File: config.mk
export PLATFORM = sky130hd
export DESIGN_NAME = tmis_exec
export DESIGN_NICKNAME = d
export VERILOG_FILES = /design/src/hdl/tmis_pkg.sv /design/src/hdl/tmis_exec.sv
export SDC_FILE = /design/constraint.sdc
export NUM_CORES = 1
export LEC_CHECK = 0
export ABC_AREA = 0
export BUFFER_PORTS_ARGS = -buffer_cell sky130_fd_sc_hd__buf_2
export CORE_AREA = 2 2 59 61
export DETAILED_ROUTE_END_ITERATION = 10
export DIE_AREA = 0 0 61 63
export PLACE_DENSITY_LB_ADDON = 0.3
export SYNTH_ARGS = -nofsm -noshare
export SYNTH_HDL_FRONTEND = slang
export SYNTH_SLANG_ARGS = --single-unit
File: constraint.sdc
create_clock -name vclk -period 3.7
set_input_delay 0.185 -clock vclk [all_inputs]
set_output_delay 0.185 -clock vclk [all_outputs]
set_load 0.1 [all_outputs]
File: src/hdl/tmis_pkg.sv
// Package for the tape machine instruction step block.
// Holds command and register codes and the stage control struct.
// No dependencies.
package tmis_pkg;

  localparam int CMD_W  = 4;
  localparam int CELL_W = 8;
  localparam int CFG_W  = 16;
  localparam int CFG_INDEX_W = 1;

  localparam logic [CMD_W-1:0] CMD_RIGHT = 4'd0;
  localparam logic [CMD_W-1:0] CMD_LEFT  = 4'd1;
  localparam logic [CMD_W-1:0] CMD_INC   = 4'd2;
  localparam logic [CMD_W-1:0] CMD_DEC   = 4'd3;
  localparam logic [CMD_W-1:0] CMD_OUT   = 4'd4;
  localparam logic [CMD_W-1:0] CMD_IN    = 4'd5;
  localparam logic [CMD_W-1:0] CMD_OPEN  = 4'd6;
  localparam logic [CMD_W-1:0] CMD_CLOSE = 4'd7;

  localparam logic [CFG_INDEX_W-1:0] REG_TAPE_LENGTH   = 1'd0;
  localparam logic [CFG_INDEX_W-1:0] REG_STRICT_BOUNDS = 1'd1;

  localparam logic [CFG_W-1:0] TAPE_LENGTH_RESET = 16'd32768;

  typedef struct packed {
    logic [CMD_W-1:0]  cmd;
    logic [CELL_W-1:0] in_byte;
    logic              in_eof;
    logic              berr;
  } s1_ctrl_t;

endpackage

File: src/hdl/tmis_exec.sv
// Cell stage of the instruction step: selects the forwarded or stored cell,
// computes the new cell value and the result fields. Uses tmis_pkg.
module tmis_exec #(
  parameter int PROGRAM_INDEX_BITS = 16
) (
  input  tmis_pkg::s1_ctrl_t               ctrl,
  input  logic [PROGRAM_INDEX_BITS-1:0]    instr_index,
  input  logic [PROGRAM_INDEX_BITS-1:0]    match_index,
  input  logic [tmis_pkg::CELL_W-1:0]      rd_data,
  input  logic                             fwd_hit,
  input  logic [tmis_pkg::CELL_W-1:0]      fwd_data,
  output logic                             cell_we,
  output logic [tmis_pkg::CELL_W-1:0]      cell_new,
  output logic [PROGRAM_INDEX_BITS:0]      next_index,
  output logic                             jump_taken,
  output logic                             byte_valid,
  output logic [tmis_pkg::CELL_W-1:0]      byte_out,
  output logic                             bounds_error
);
  import tmis_pkg::*;

  logic [CELL_W-1:0]           cell_val;
  logic                        cell_zero;
  logic [PROGRAM_INDEX_BITS:0] seq_index;
  logic [PROGRAM_INDEX_BITS:0] jump_index;

  assign cell_val   = fwd_hit ? fwd_data : rd_data;
  assign cell_zero  = (cell_val == '0);
  assign seq_index  = {1'b0, instr_index} + 1'b1;
  assign jump_index = {1'b0, match_index} + 1'b1;
  assign bounds_error = ctrl.berr;

  always_comb begin
    cell_we    = 1'b0;
    cell_new   = cell_val;
    next_index = seq_index;
    jump_taken = 1'b0;
    byte_valid = 1'b0;
    byte_out   = '0;
    unique case (ctrl.cmd)
      CMD_RIGHT, CMD_LEFT: begin
        if (ctrl.berr) begin
          next_index = {1'b0, instr_index};
        end
      end
      CMD_INC: begin
        cell_we  = 1'b1;
        cell_new = cell_val + 1'b1;
      end
      CMD_DEC: begin
        cell_we  = 1'b1;
        cell_new = cell_val - 1'b1;
      end
      CMD_OUT: begin
        byte_valid = 1'b1;
        byte_out   = cell_val;
      end
      CMD_IN: begin
        cell_we  = 1'b1;
        cell_new = ctrl.in_eof ? '0 : ctrl.in_byte;
      end
      CMD_OPEN: begin
        if (cell_zero) begin
          jump_taken = 1'b1;
          next_index = jump_index;
        end
      end
      CMD_CLOSE: begin
        if (!cell_zero) begin
          jump_taken = 1'b1;
          next_index = jump_index;
        end
      end
      default: begin
      end
    endcase
  end

endmodule
==> results.sh <==
export IMPL_slew_violations=0
export IMPL_critical_path_buf_inv_count=3
export IMPL_fin_cells=365
export IMPL_cp_slowest_cell="or3b_1"
export IMPL_grt_pass1_vias=1828
export IMPL_setup_violations=0
export IMPL_p_per_area_nw_per_um2=199
export IMPL_netlist_top_cell_by_area="xor2_1"
export IMPL_hp_class="in -> out"
export IMPL_ir_drop_mv=0.155
export IMPL_n_sequential_cell=0
export IMPL_synth_avg_cell_area_um2=6.42
export IMPL_crit_path_max_fanout=23
export IMPL_synth_top_cells_by_count="nor2_1 (24), nand2_1 (21), nand3_1 (13), xor2_1 (13), xnor2_1 (11)"
export IMPL_yosys_warnings=0
export IMPL_drc=0
export IMPL_ios=100
export IMPL_grt_ovfl_total=0
export IMPL_drt_wirelength_per_cell_um=12.6
export IMPL_post_dp_cell_area_um2=2040
export IMPL_antenna_left=0
export IMPL_period_share_pct=80.1
export IMPL_required_ns=3.51
export IMPL_seqCellArea_um2=0
export IMPL_critical_path_max_stage_delay_ns=0.40
export IMPL_start_util_pct=45.5
export IMPL_critPathTopFamily="compound AO/OA/AOI/OAI gates"
export IMPL_crit_arrival_ns=2.78
export IMPL_rows=21
export IMPL_slew_headroom_pct=54.8
export IMPL_ys_types=49
export IMPL_grt_total_usage_pct=23.6
export IMPL_cts_hold_fix_buffers=0
export IMPL_dpl_hpwl_mm=3.85
export IMPL_grt_max_degree=24
export IMPL_outcome="finished clean"
export IMPL_post_synth_top_count_cell="nor2_1"
export IMPL_fillCellCount=325
export IMPL_antenna_found_initial=0
export IMPL_multiInputGateArea_um2=1390
export IMPL_crit_chain="buf_2 -> or3b_1 -> o32a_1 -> or3_1 -> a21o_1 -> buf_4 -> a21o_1 -> a221o_1 -> buf_2"
export IMPL_worstMarginPinSlew_ns=0.673
export IMPL_crit_path_end_kind="output pin"
export IMPL_place_inst=365
export IMPL_final_area_um2=2040
export IMPL_fin_tns_setup_ns=0
export IMPL_dieArea_um2=3840
export IMPL_seq_area_frac_synth_pct=0
export IMPL_fin_nets=387
export IMPL_routabilityCongestion=0.962
export IMPL_synthCells=229
export IMPL_crit_type="in -> out"
export IMPL_portBuffers=100
export IMPL_antenna_cells=0
export IMPL_cts_setup_buffers=0
export IMPL_via_count=2069
export IMPL_yosys_top_cells_area="xor2_1 (7.7%), xnor2_1 (6.6%), mux2i_1 (6.1%)"
export IMPL_cap_violations=0
export IMPL_fin_crit_ns=2.96
export IMPL_final_hold_violation_count=0
export IMPL_syn_num_nets=295
export IMPL_core_um2=3230
export IMPL_fmax_mhz=337
export IMPL_first_pass_iters=4
export IMPL_nClkBuffers=0
export IMPL_wl_mm=4.62
export IMPL_cts_repair_resized=0
export IMPL_die_w_um=61
export IMPL_area_growth_pct=39.0
export IMPL_drt_iter0_drc=109
export IMPL_leakage_nw=1.02
export IMPL_grt_pass1_wl_mm=7.57
export IMPL_synth_top_area_share_pct=7.74
export IMPL_rsz0062_at_grt="no"
export IMPL_syn_area_um2=1470
export IMPL_whs_ns=0.783
export IMPL_post_drt_via_cell_ratio=5.67
export IMPL_cp_start_kind="primary input"
export IMPL_final_layout_size_suffix_gt1_share_pct=33.9
export IMPL_die_h_um=63
==> path summary, 6_finish.rpt <==
check               start  slack, ns             end  depth (start not counted)
setup / recovery  fwd_hit       0.74  next_index[14]                          9
hold / removal    ctrl[0]       0.78    bounds_error                          2
==> placed cells by master, fill, tap and decap left out, drive strengths merged, types with 4 or more instances in the layout <==
cell,n
nor2b,4
and3,6
nand3,13
nor2,24
and2,4
nand2,21
o21ai,6
a221o,4
nor3,4
or4,6
xnor2,11
buf,102
a31oi,5
o211a,5
nand4,7
a21oi,9
o22ai,6
or3,4
inv,10
o221ai,5
mux2i,9
and4,4
xor2,13
a22oi,7
==> power by group <==
group          switching (mW)  internal, mW
registers                   0             0
logic                   0.306         0.100
clock network               0             0
total                   0.306         0.100
==> cell type report <==
cell class	count	area share, %
inverter	10	1.84
multi-input combinational	207	67.9
tap	46	2.82
timing repair buffer	102	27.4
==> per-stage QoR <==
| stage | total power, mW | utilization (%) | setup slack, ns |
|---|---|---|---|
| 3_5_place_dp | 0.404 | 63.2 | 0.744 |
| 3_3_place_gp | 0.403 | 63.2 | 0.763 |
| 6_report | 0.406 | 63.2 | 0.737 |
| 5_1_grt | 0.428 | 63.2 | 0.596 |
| 2_1_floorplan | 0.306 | - | 0.0184 |
| 4_1_cts | 0.405 | 63.2 | 0.735 |
==> logic make-up (layout without fill, tap and decap cells) <==
family | Yosys count | count (layout) | synth area share (%)
adder cells (fa/ha/maj) | 3 | 3 | 2.55
AO/OA/AOI/OAI | 64 | 64 | 32.0
XOR/XNOR | 24 | 24 | 14.3
AND/OR/NAND/NOR | 107 | 107 | 38.8
multiplexers | 9 | 9 | 6.13
buffers and inverters | 22 | 112 | 6.21
==> routing by layer <==
metal | wire (um) | GRT usage, % | up-vias
met5 | 0 | 0 | -
met4 | 51 | 2.99 | 0
met3 | 359 | 2.48 | 6
met2 | 2220 | 42.7 | 85
met1 | 1990 | 29.7 | 921
li1 | - | - | 1057
No activity file was read; power rests on OpenSTA's default activity.
